### src/hrhp_pkg.sv
// Shared types, constants and name tables of the HTTP request header parser.
package hrhp_pkg;

    // Width of the request byte counter and of the reported length field.
    localparam int LENGTH_BITS  = 16;
    localparam int LEN_OUT_BITS = 16;

    // Longest name in any table, in characters.
    localparam int MAX_NAME = 24;
    localparam int STR_BITS = 8 * MAX_NAME;

    // Result event codes.
    localparam logic [2:0] EV_URL_BYTE   = 3'd0;
    localparam logic [2:0] EV_URL_END    = 3'd1;
    localparam logic [2:0] EV_METHOD     = 3'd2;
    localparam logic [2:0] EV_VERSION    = 3'd3;
    localparam logic [2:0] EV_VALUE_BYTE = 3'd4;
    localparam logic [2:0] EV_VALUE_END  = 3'd5;
    localparam logic [2:0] EV_DONE       = 3'd6;
    localparam logic [2:0] EV_ERROR      = 3'd7;

    // Parse phases.
    localparam logic [2:0] PH_METHOD     = 3'd0;
    localparam logic [2:0] PH_URL        = 3'd1;
    localparam logic [2:0] PH_VERSION    = 3'd2;
    localparam logic [2:0] PH_NAME       = 3'd3;
    localparam logic [2:0] PH_VALUE      = 3'd4;
    localparam logic [2:0] PH_LF         = 3'd5;
    localparam logic [2:0] PH_LINE_START = 3'd6;
    localparam logic [2:0] PH_BLANK_CR   = 3'd7;

    // Name table selection.
    localparam logic [1:0] TSEL_METHOD  = 2'd0;
    localparam logic [1:0] TSEL_VERSION = 2'd1;
    localparam logic [1:0] TSEL_FIELD   = 2'd2;

    // Header field code meaning that the header is not one we report.
    localparam logic [3:0] NO_FIELD = 4'd8;
    localparam logic [4:0] POS_MAX  = 5'd31;

    // Character codes.
    localparam logic [7:0] CH_NUL   = 8'h00;
    localparam logic [7:0] CH_LF    = 8'h0A;
    localparam logic [7:0] CH_CR    = 8'h0D;
    localparam logic [7:0] CH_SP    = 8'h20;
    localparam logic [7:0] CH_COLON = 8'h3A;
    localparam logic [7:0] CH_SLASH = 8'h2F;

    // Name tables, already in upper case, right-aligned in a fixed word.
    localparam logic [STR_BITS-1:0] METHOD_STR [7] = '{
        "GET", "POST", "HEAD", "PUT", "DELETE", "TRACE", "CONNECT"
    };
    localparam logic [4:0] METHOD_LEN [7] = '{
        5'd3, 5'd4, 5'd4, 5'd3, 5'd6, 5'd5, 5'd7
    };
    localparam logic [STR_BITS-1:0] VERSION_STR [2] = '{
        "HTTP/1.0", "HTTP/1.1"
    };
    localparam logic [4:0] VERSION_LEN [2] = '{5'd8, 5'd8};
    localparam logic [STR_BITS-1:0] FIELD_STR [8] = '{
        "CONNECTION", "UPGRADE", "ORIGIN", "SEC-WEBSOCKET-KEY",
        "SEC-WEBSOCKET-EXTENSIONS", "SEC-WEBSOCKET-ACCEPT",
        "SEC-WEBSOCKET-PROTOCOL", "SEC-WEBSOCKET-VERSION"
    };
    localparam logic [4:0] FIELD_LEN [8] = '{
        5'd10, 5'd7, 5'd6, 5'd17, 5'd24, 5'd20, 5'd22, 5'd21
    };

    // One result beat, with its valid flag.
    typedef struct packed {
        logic                    valid;
        logic [2:0]              event_res;
        logic [2:0]              code;
        logic [7:0]              data;
        logic [LEN_OUT_BITS-1:0] length;
    } hrhp_res_t;

    // Upper-case fold of an ASCII letter.
    function automatic logic [7:0] fold(input logic [7:0] c);
        logic [7:0] r;
        r = c;
        if (c >= 8'h61 && c <= 8'h7A)
        begin
            r = c - 8'h20;
        end
        return r;
    endfunction

    // Length of table entry k, zero where the table has no such entry.
    function automatic logic [4:0] tab_len(input logic [1:0] tsel, input logic [2:0] k);
        logic [4:0] r;
        r = 5'd0;
        case (tsel)
            TSEL_METHOD:
            begin
                if (k < 3'd7)
                begin
                    r = METHOD_LEN[k];
                end
            end
            TSEL_VERSION:
            begin
                if (k < 3'd2)
                begin
                    r = VERSION_LEN[k[0]];
                end
            end
            default:
            begin
                r = FIELD_LEN[k];
            end
        endcase
        return r;
    endfunction

    // Character at position pos of table entry k, zero past its end.
    function automatic logic [7:0] tab_char(input logic [1:0] tsel, input logic [2:0] k,
                                            input logic [4:0] pos);
        logic [STR_BITS-1:0] s;
        logic [4:0]          n;
        logic [4:0]          back;
        logic [7:0]          r;
        n    = tab_len(tsel, k);
        back = n - pos - 5'd1;
        r    = 8'h00;
        case (tsel)
            TSEL_METHOD:  s = (k < 3'd7) ? METHOD_STR[k] : '0;
            TSEL_VERSION: s = (k < 3'd2) ? VERSION_STR[k[0]] : '0;
            default:      s = FIELD_STR[k];
        endcase
        if (pos < n)
        begin
            r = s[{back, 3'b000} +: 8];
        end
        return r;
    endfunction

endpackage

### src/hrhp_ifs.sv
// Valid/ready channel interfaces for request bytes and parser results.
interface hrhp_req_if;
    logic       valid;
    logic       ready;
    logic [7:0] byte_req;
    logic       start_req;

    modport source (output valid, output byte_req, output start_req, input ready);
    modport sink (input valid, input byte_req, input start_req, output ready);
endinterface

interface hrhp_res_if;
    logic        valid;
    logic        ready;
    logic [2:0]  event_res;
    logic [2:0]  code;
    logic [7:0]  data;
    logic [15:0] length;

    modport source (output valid, output event_res, output code, output data,
                    output length, input ready);
    modport sink (input valid, input event_res, input code, input data,
                  input length, output ready);
endinterface

### src/http_request_header_parser_core.sv
// Top level of the HTTP request header parser: input beat register, parser step, result register.
//
// The parser takes one request byte per beat and can accept a beat in every
// cycle. A byte is held in an input register and stepped through the parser's
// combinational match and phase logic. Its result, if it has one, is loaded
// into an output register when the byte is stepped, and the sink takes it from
// there. Bytes that cause no result simply update the state. Method, version
// and header names are matched against all table entries in parallel, one
// character per byte. A result that waits on the sink stalls the step stage,
// and the input register keeps taking a byte while it is empty.
module http_request_header_parser_core (
    input logic       clk,
    input logic       rst_n,
    hrhp_req_if.sink  req,
    hrhp_res_if.source res
);
    import hrhp_pkg::*;

    logic       in_valid_reg;
    logic [7:0] byte_reg;
    logic       start_reg;
    logic       out_valid_reg;
    hrhp_res_t  out_reg;
    hrhp_res_t  step_res;
    logic       adv;

    // The held byte is stepped when the result register can take its result.
    assign adv       = in_valid_reg && (!out_valid_reg || res.ready);
    assign req.ready = !in_valid_reg || adv;

    // Input beat register.
    always_ff @(posedge clk or negedge rst_n)
    begin
        if (!rst_n)
        begin
            in_valid_reg <= 1'b0;
        end
        else if (req.ready)
        begin
            in_valid_reg <= req.valid;
        end
    end

    always_ff @(posedge clk)
    begin
        if (req.valid && req.ready)
        begin
            byte_reg  <= req.byte_req;
            start_reg <= req.start_req;
        end
    end

    hrhp_step u_step (
        .clk      (clk),
        .rst_n    (rst_n),
        .adv      (adv),
        .byte_in  (byte_reg),
        .start    (start_reg),
        .step_res (step_res)
    );

    // Result register.
    always_ff @(posedge clk or negedge rst_n)
    begin
        if (!rst_n)
        begin
            out_valid_reg <= 1'b0;
        end
        else if (adv && step_res.valid)
        begin
            out_valid_reg <= 1'b1;
        end
        else if (res.ready)
        begin
            out_valid_reg <= 1'b0;
        end
    end

    always_ff @(posedge clk)
    begin
        if (adv && step_res.valid)
        begin
            out_reg <= step_res;
        end
    end

    assign res.valid     = out_valid_reg;
    assign res.event_res = out_reg.event_res;
    assign res.code      = out_reg.code;
    assign res.data      = out_reg.data;
    assign res.length    = out_reg.length;

endmodule

### src/hrhp_match.sv
// Parallel case-insensitive name matcher against the method, version and header tables.
module hrhp_match (
    input  logic [1:0] tsel,
    input  logic [4:0] pos,
    input  logic [7:0] mask,
    input  logic [7:0] byte_in,
    output logic [7:0] mask_next,
    output logic       hit,
    output logic [2:0] hit_idx
);
    import hrhp_pkg::*;

    logic [7:0] folded;

    assign folded = fold(byte_in);

    // Each candidate survives only if its character at this position matches.
    always_comb
    begin
        for (int k = 0; k < 8; k++)
        begin
            mask_next[k] = mask[k] && (tab_char(tsel, 3'(k), pos) == folded);
        end
    end

    // A token names an entry when that entry is still a candidate and the
    // token is exactly as long as the entry; the lowest such entry wins.
    always_comb
    begin
        hit     = 1'b0;
        hit_idx = 3'd0;
        for (int k = 7; k >= 0; k--)
        begin
            if (mask[k] && tab_len(tsel, 3'(k)) != 5'd0 && tab_len(tsel, 3'(k)) == pos)
            begin
                hit     = 1'b1;
                hit_idx = 3'(k);
            end
        end
    end

endmodule

### src/hrhp_step.sv
// Parser state and the combinational step that turns one request byte into at most one result.
module hrhp_step (
    input  logic              clk,
    input  logic              rst_n,
    input  logic              adv,
    input  logic [7:0]        byte_in,
    input  logic              start,
    output hrhp_pkg::hrhp_res_t step_res
);
    import hrhp_pkg::*;

    localparam logic [LENGTH_BITS-1:0] CNT_MAX = '1;

    logic [2:0]             phase_reg, phase_next;
    logic                   skip_reg, skip_next;
    logic                   exempt_reg, exempt_next;
    logic [4:0]             pos_reg, pos_next;
    logic [7:0]             mask_reg, mask_next;
    logic [3:0]             field_reg, field_next;
    logic [LENGTH_BITS-1:0] cnt_reg, cnt_next;
    logic                   fin_reg, fin_next;

    // State as seen by this byte: a start beat clears everything first.
    logic [2:0]             eff_phase;
    logic                   eff_skip;
    logic                   eff_exempt;
    logic [4:0]             eff_pos;
    logic [7:0]             eff_mask;
    logic [3:0]             eff_field;
    logic [LENGTH_BITS-1:0] eff_cnt;
    logic                   eff_fin;

    logic [1:0] m_tsel;
    logic [4:0] m_pos;
    logic [7:0] m_mask;
    logic [7:0] m_mask_next;
    logic       m_hit;
    logic [2:0] m_idx;

    logic tok;
    logic tc;
    logic tc_first;
    logic err;

    always_comb
    begin
        eff_phase  = start ? PH_METHOD : phase_reg;
        eff_skip   = start ? 1'b0 : skip_reg;
        eff_exempt = start ? 1'b0 : exempt_reg;
        eff_pos    = start ? 5'd0 : pos_reg;
        eff_mask   = start ? 8'hFF : mask_reg;
        eff_field  = start ? NO_FIELD : field_reg;
        eff_cnt    = start ? '0 : cnt_reg;
        eff_fin    = start ? 1'b0 : fin_reg;
    end

    // Matcher inputs follow the token that this byte actually lands in. At
    // the start of a header line a fresh name begins. After a CR that did
    // not end the header block, the CR is already the name's first
    // character, which matches no name, so the mask is empty at position one.
    always_comb
    begin
        case (eff_phase)
            PH_METHOD:  m_tsel = TSEL_METHOD;
            PH_VERSION: m_tsel = TSEL_VERSION;
            default:    m_tsel = TSEL_FIELD;
        endcase
        case (eff_phase)
            PH_LINE_START:
            begin
                m_pos  = 5'd0;
                m_mask = 8'hFF;
            end
            PH_BLANK_CR:
            begin
                m_pos  = 5'd1;
                m_mask = 8'h00;
            end
            default:
            begin
                m_pos  = eff_pos;
                m_mask = eff_mask;
            end
        endcase
    end

    hrhp_match u_match (
        .tsel      (m_tsel),
        .pos       (m_pos),
        .mask      (m_mask),
        .byte_in   (byte_in),
        .mask_next (m_mask_next),
        .hit       (m_hit),
        .hit_idx   (m_idx)
    );

    // The step itself: line framing first, then the token rules, then the
    // handling of an ordinary token character.
    always_comb
    begin
        phase_next  = eff_phase;
        skip_next   = eff_skip;
        exempt_next = eff_exempt;
        pos_next    = eff_pos;
        mask_next   = eff_mask;
        field_next  = eff_field;
        cnt_next    = eff_cnt;
        fin_next    = eff_fin;
        step_res    = '0;
        tok         = 1'b0;
        tc          = 1'b0;
        tc_first    = 1'b0;
        err         = 1'b0;

        if (!eff_fin)
        begin
            if (eff_cnt == CNT_MAX)
            begin
                err = 1'b1;
            end
            else
            begin
                cnt_next = eff_cnt + LENGTH_BITS'(1);
                if (byte_in == CH_NUL)
                begin
                    err = 1'b1;
                end
                else
                begin
                    case (eff_phase)
                        PH_LF:
                        begin
                            if (byte_in != CH_LF)
                            begin
                                err = 1'b1;
                            end
                            else
                            begin
                                phase_next = PH_LINE_START;
                            end
                        end
                        PH_LINE_START:
                        begin
                            if (byte_in == CH_CR)
                            begin
                                phase_next = PH_BLANK_CR;
                            end
                            else
                            begin
                                phase_next  = PH_NAME;
                                skip_next   = 1'b1;
                                exempt_next = 1'b1;
                                pos_next    = 5'd0;
                                mask_next   = 8'hFF;
                                tok         = 1'b1;
                            end
                        end
                        PH_BLANK_CR:
                        begin
                            if (byte_in == CH_LF)
                            begin
                                step_res.valid     = 1'b1;
                                step_res.event_res = EV_DONE;
                                step_res.length    = LEN_OUT_BITS'(cnt_next);
                            end
                            else
                            begin
                                phase_next  = PH_NAME;
                                skip_next   = 1'b0;
                                exempt_next = 1'b0;
                                pos_next    = 5'd1;
                                mask_next   = 8'h00;
                                tok         = 1'b1;
                            end
                        end
                        default:
                        begin
                            tok = 1'b1;
                        end
                    endcase
                end
            end
        end

        // Token rules: spaces before a token, the exempt first byte, delimiters.
        if (tok)
        begin
            if (skip_next && byte_in == CH_SP)
            begin
                tc = 1'b0;
            end
            else if (skip_next || exempt_next)
            begin
                skip_next   = 1'b0;
                exempt_next = 1'b0;
                tc          = 1'b1;
                tc_first    = 1'b1;
            end
            else if (byte_in == CH_LF)
            begin
                err = 1'b1;
            end
            else if (byte_in == CH_SP)
            begin
                case (phase_next)
                    PH_VALUE:
                    begin
                        tc = 1'b1;
                    end
                    PH_METHOD:
                    begin
                        if (!m_hit)
                        begin
                            err = 1'b1;
                        end
                        else
                        begin
                            phase_next         = PH_URL;
                            pos_next           = 5'd0;
                            mask_next          = 8'hFF;
                            skip_next          = 1'b1;
                            exempt_next        = 1'b1;
                            step_res.valid     = 1'b1;
                            step_res.event_res = EV_METHOD;
                            step_res.code      = m_idx;
                        end
                    end
                    PH_URL:
                    begin
                        phase_next         = PH_VERSION;
                        pos_next           = 5'd0;
                        mask_next          = 8'hFF;
                        skip_next          = 1'b1;
                        exempt_next        = 1'b1;
                        step_res.valid     = 1'b1;
                        step_res.event_res = EV_URL_END;
                    end
                    default:
                    begin
                        err = 1'b1;
                    end
                endcase
            end
            else if (byte_in == CH_CR)
            begin
                case (phase_next)
                    PH_VERSION:
                    begin
                        if (!m_hit)
                        begin
                            err = 1'b1;
                        end
                        else
                        begin
                            phase_next         = PH_LF;
                            step_res.valid     = 1'b1;
                            step_res.event_res = EV_VERSION;
                            step_res.code      = m_idx;
                        end
                    end
                    PH_VALUE:
                    begin
                        phase_next = PH_LF;
                        if (eff_field < NO_FIELD)
                        begin
                            step_res.valid     = 1'b1;
                            step_res.event_res = EV_VALUE_END;
                            step_res.code      = eff_field[2:0];
                        end
                    end
                    default:
                    begin
                        err = 1'b1;
                    end
                endcase
            end
            else if (byte_in == CH_COLON && phase_next == PH_NAME)
            begin
                field_next  = m_hit ? {1'b0, m_idx} : NO_FIELD;
                phase_next  = PH_VALUE;
                pos_next    = 5'd0;
                mask_next   = 8'hFF;
                skip_next   = 1'b1;
                exempt_next = 1'b1;
            end
            else
            begin
                tc = 1'b1;
            end
        end

        // Ordinary token character: URL and value bytes stream out, name
        // characters narrow the candidate set.
        if (tc)
        begin
            case (phase_next)
                PH_URL:
                begin
                    if (tc_first && byte_in != CH_SLASH)
                    begin
                        err = 1'b1;
                    end
                    else
                    begin
                        step_res.valid     = 1'b1;
                        step_res.event_res = EV_URL_BYTE;
                        step_res.data      = byte_in;
                    end
                end
                PH_VALUE:
                begin
                    if (field_next < NO_FIELD)
                    begin
                        step_res.valid     = 1'b1;
                        step_res.event_res = EV_VALUE_BYTE;
                        step_res.code      = field_next[2:0];
                        step_res.data      = byte_in;
                    end
                end
                default:
                begin
                    mask_next = m_mask_next;
                    if (pos_next != POS_MAX)
                    begin
                        pos_next = pos_next + 5'd1;
                    end
                end
            endcase
        end

        if (err)
        begin
            step_res           = '0;
            step_res.valid     = 1'b1;
            step_res.event_res = EV_ERROR;
        end
        if (step_res.valid && (step_res.event_res == EV_DONE ||
                               step_res.event_res == EV_ERROR))
        begin
            fin_next = 1'b1;
        end
        step_res.valid = step_res.valid && adv;
    end

    // State registers move only when a byte is stepped.
    always_ff @(posedge clk or negedge rst_n)
    begin
        if (!rst_n)
        begin
            phase_reg  <= PH_METHOD;
            skip_reg   <= 1'b0;
            exempt_reg <= 1'b0;
            pos_reg    <= 5'd0;
            mask_reg   <= 8'hFF;
            field_reg  <= NO_FIELD;
            cnt_reg    <= '0;
            fin_reg    <= 1'b0;
        end
        else if (adv)
        begin
            phase_reg  <= phase_next;
            skip_reg   <= skip_next;
            exempt_reg <= exempt_next;
            pos_reg    <= pos_next;
            mask_reg   <= mask_next;
            field_reg  <= field_next;
            cnt_reg    <= cnt_next;
            fin_reg    <= fin_next;
        end
    end

`ifndef NO_ASSERTIONS
    // Once a request has finished, only a start beat can produce another result.
    a_quiet_after_finish: assert property (@(posedge clk) disable iff (!rst_n)
        adv && fin_reg && !start |-> !step_res.valid)
        else $error("result produced after request finished");

    // The header field code is either a table index or the no-field mark.
    a_field_range: assert property (@(posedge clk) disable iff (!rst_n)
        field_reg <= NO_FIELD)
        else $error("header field code out of range");

    // A done or error result always leaves the parser finished.
    a_finish_follows: assert property (@(posedge clk) disable iff (!rst_n)
        step_res.valid && (step_res.event_res == EV_DONE ||
                           step_res.event_res == EV_ERROR) |=> fin_reg)
        else $error("terminal result did not finish the request");

    // The byte counter only grows within a request.
    a_count_grows: assert property (@(posedge clk) disable iff (!rst_n)
        adv && !start |=> cnt_reg >= $past(cnt_reg))
        else $error("byte count went backwards");
`endif

endmodule

### src/flat_wrapper.sv
// flat-port wrapper written by rule: the top's interface ports become plain ports
module http_request_header_parser_core_flat import hrhp_pkg::*;
  (clk, rst_n, req_valid, req_byte_req, req_start_req, req_ready, res_valid, res_event_res, res_code, res_data, res_length, res_ready);
  hrhp_req_if req_i ();
  hrhp_res_if res_i ();
  input logic clk;
  input logic rst_n;
  input wire logic [$bits(req_i.valid)-1:0] req_valid;
  input wire logic [$bits(req_i.byte_req)-1:0] req_byte_req;
  input wire logic [$bits(req_i.start_req)-1:0] req_start_req;
  output wire logic [$bits(req_i.ready)-1:0] req_ready;
  output wire logic [$bits(res_i.valid)-1:0] res_valid;
  output wire logic [$bits(res_i.event_res)-1:0] res_event_res;
  output wire logic [$bits(res_i.code)-1:0] res_code;
  output wire logic [$bits(res_i.data)-1:0] res_data;
  output wire logic [$bits(res_i.length)-1:0] res_length;
  input wire logic [$bits(res_i.ready)-1:0] res_ready;
  assign req_i.valid = req_valid;
  assign req_i.byte_req = req_byte_req;
  assign req_i.start_req = req_start_req;
  assign req_ready = req_i.ready;
  assign res_valid = res_i.valid;
  assign res_event_res = res_i.event_res;
  assign res_code = res_i.code;
  assign res_data = res_i.data;
  assign res_length = res_i.length;
  assign res_i.ready = res_ready;
  http_request_header_parser_core u_core (.clk(clk), .rst_n(rst_n), .req(req_i), .res(res_i));
endmodule
### config.mk
export PLATFORM = sky130hd
export DESIGN_NAME = http_request_header_parser_core_flat
export DESIGN_NICKNAME = d
export VERILOG_FILES = /design/src/hrhp_pkg.sv /design/src/hrhp_ifs.sv /design/src/http_request_header_parser_core.sv /design/src/hrhp_match.sv /design/src/hrhp_step.sv /design/src/flat_wrapper.sv
export SDC_FILE = /design/constraint.sdc
export NUM_CORES = 1
export LEC_CHECK = 0
export ABC_AREA = 1
export BUFFER_PORTS_ARGS = -buffer_cell sky130_fd_sc_hd__buf_2
export CELL_PAD_IN_SITES_DETAIL_PLACEMENT = 2
export CELL_PAD_IN_SITES_GLOBAL_PLACEMENT = 2
export CORE_MARGIN = 2
export CORE_UTILIZATION = 35
export CTS_CLUSTER_DIAMETER = 100
export DETAILED_ROUTE_END_ITERATION = 10
export PLACE_DENSITY = 0.82
export REMOVE_ABC_BUFFERS = 1
export SYNTH_ARGS = -nofsm -noshare
export SYNTH_HDL_FRONTEND = slang
export SYNTH_SLANG_ARGS = --single-unit
export TNS_END_PERCENT = 5
### constraint.sdc
create_clock -name clk -period 5.7 [get_ports clk]
set_clock_uncertainty 0.15 [all_clocks]
set_input_delay 0.57 -clock clk [delete_from_list [all_inputs] [get_ports clk]]
set_output_delay 0.57 -clock clk [all_outputs]
set_load 0.1 [all_outputs]
==> flow_summary.ini <==
[status]
status = finished, final reports clean

[cts]
htree_levels = 3
path_clk_slew_ps = 70
root_buffer = clkbuf_16
cts_tree = built
cts_sinks = 80
cts_buffers = 9
clk_latency_ps = 350
cts.path.max_buffers = 2

[synthesis]
ys_seq_area_frac = 0.233
avgSynthCellArea_sq_um = 6.24
synth-async-reset-ratio = 0.513
netlist_instances = 1516
synth-edff-count = 39
synth.distinct_cells = 63
yosys_warnings = 0
synth-main-ff-cell = edfxtp_1
synth_area_sq_um = 9460
ys_ff_latch = 80

[setup_path]
cp_data_arrival_time_ps = 5320
critPathMostFrequentCell = nand2_1
critical-path-slowest-cell = edfxtp_1
worst-path-max-fanout = 31
end_kind = flop
cp_data_required_time_ps = 5790
cp-start-kind = flop
path_class = reg2reg
crit_path_max_incr_delay_ps = 430

[sta]
hold_violations = 0
fin_crit_sh = 0.917
final_max_slew_viol_count = 0
tightest_slew_ps = 929
setup_violations = 0
fmax_mhz = 191
rsz0062_at_grt = no
relSlewSlack = 0.374
tns_ps = 0
layout_setup_ws_ps = 471
fin_crit_ps = 5230

[drt]
dr.pass1.iters = 5
totalWireLength_microns = 43400
wl_per_cell_microns = 23.0
first_iter_violations = 842
viasPerCell = 5.83
drc = 0
route.antenna.remaining_nets = 0
via_count = 11000

[floorplan]
die_y_microns = 168
dieArea_sq_um = 28400
design.portCount = 45
rows = 60
die_w_microns = 168
core_area_sq_um = 26700
start_util = 0.354

[global_route]
antenna_found_initial = 0
grt_pass1_vias = 12100
grt.total_usage = 0.309
grt_overflow_total = 0
grt_max_degree = 45
grt_pass1_wl_microns = 68800

[layout]
fillers = 3383
nets = 1602
layout-drive-gt1-share = 0.108
area_growth_pct = 9.66
diodes = 0

[power_and_ir_drop]
peakVddDrop_uv = 157
cellPowerDensity_nw_per_um2 = 509
leakagePower_uw = 0.00491

[hold_path]
min_path_type = in2async

[placed_design]
pre_cts_slack_ps = 585
gp_congestion = 0.921
dpl.hpwl_microns = 32400
port_buffers = 44

[flow_run]
maxCapViolations = 0
==> report_power, final <==
part / internal [uW] / switching [uW]
Sequential: 741 / 84.4
Combinational: 1080 / 2750
Clock: 346 / 280
==> area by class of cell <==
cell class	count	area [sq um]	area share
multi-input combinational	1206	6360	0.613
tap	341	427	0.0411
sequential	80	2210	0.213
timing repair buffer	68	400	0.0386
inverter	179	674	0.0650
clock buffer	9	225	0.0217
clock inverter	7	78.8	0.00759
==> Yosys cell counts (3+ instances only) <==
library cell,instances,area share
fa_1,5,0.011
buf_2,9,0.0048
nor2_2,12,0.0079
a31oi_1,11,0.0073
or2_2,5,0.0033
o22ai_1,5,0.0033
nor2_1,175,0.069
o21ai_0,116,0.061
edfxtp_1,39,0.12
nand3_2,7,0.0074
dfrtp_1,32,0.085
dfstp_2,9,0.025
ha_1,40,0.053
a211oi_1,5,0.0040
o21ai_1,15,0.0079
nand2_1,369,0.15
o21bai_1,3,0.0024
nand3_1,143,0.076
xnor2_1,11,0.010
nand2_2,15,0.0099
nor3_1,39,0.021
o211ai_1,29,0.023
o31ai_1,8,0.0063
clkinv_1,8,0.0032
buf_1,3,0.0012
o2111ai_1,3,0.0028
a21oi_1,92,0.049
nor2_4,6,0.0071
nand3_4,3,0.0056
nand4_1,27,0.018
inv_1,154,0.061
buf_4,3,0.0024
xor2_1,30,0.028
nor4_1,3,0.0020
clkbuf_1,34,0.013
inv_2,16,0.0063
==> worst paths after layout <==
kind,slack (ps),cells after the start,end,start
min in group clk,240,1,u_core.byte_reg[4],req_byte_req[4]
min,180,2,u_core.u_step.field_reg[1],rst_n
max,470,28,u_core.u_step.pos_reg[3],u_core.start_reg
max reg2reg,470,28,u_core.u_step.pos_reg[3],u_core.start_reg
min reg2reg,330,2,u_core.u_step.mask_reg[5],u_core.u_step.mask_reg[5]
max in group asynchronous,4790,2,u_core.u_step.cnt_reg[13],rst_n
==> logic make-up after synthesis <==
family / synth area share
fa+ha+maj: 0.0635
xor+xnor: 0.0397
buf+inv: 0.0955
flops: 0.233
compound gates: 0.184
simple gates: 0.383
mux: 0.00119
==> critical path: cells and delay by family (launching register included) <==
kind	cells	cell delay [ps]
adder cells (fa/ha/maj)	2	600
buffers and inverters	5	990
flip-flops	1	430
AND/OR/NAND/NOR	21	2900
==> placed cells by master (no fill, tap or decap), types with 9 or more instances in the layout <==
cell,count
nor3_1,39
buf_2,44
nand3_1,143
edfxtp_1,39
o21ai_0,116
o211ai_1,29
xnor2_1,11
ha_1,40
nand4_1,27
dfstp_2,9
nand2_1,368
nand2_2,16
nor2_1,174
nor2_2,13
clkbuf_16,9
inv_2,16
buf_4,24
clkinv_1,9
inv_1,154
xor2_1,30
a31oi_1,11
a21oi_1,92
o21ai_1,15
dfrtp_1,32
==> per-layer routing <==
metal,GRT usage,up-vias,share of wire
met3,0.0590,68,0.057
met5,0,-,0
li1,-,5131,-
met4,0.0810,0,0.023
met2,0.522,280,0.47
met1,0.405,5545,0.45
==> metrics by stage <==
stage / area, sq um / std cells / hold WS, ps / power [uW] / utilization
floorplan: 9240 / 1465 / 124 / 3480 / -
global placement: 10100 / 1874 / 306 / 4420 / 0.377
detailed placement: 10100 / 1874 / 314 / 4570 / 0.377
CTS: 10400 / 1890 / 190 / 5240 / 0.388
global route: 10400 / 1890 / 217 / 5760 / 0.388
finish: 10400 / 1890 / 176 / 5280 / 0.388
==> timing repair <==
item / CTS / global route
endpoints found under the setup margin: 0 / 2
resized for setup: 0 / 2
buffers inserted: 0 / 0
hold buffers: 0 / 0
Note: power is estimated with default switching activity, not from simulation.
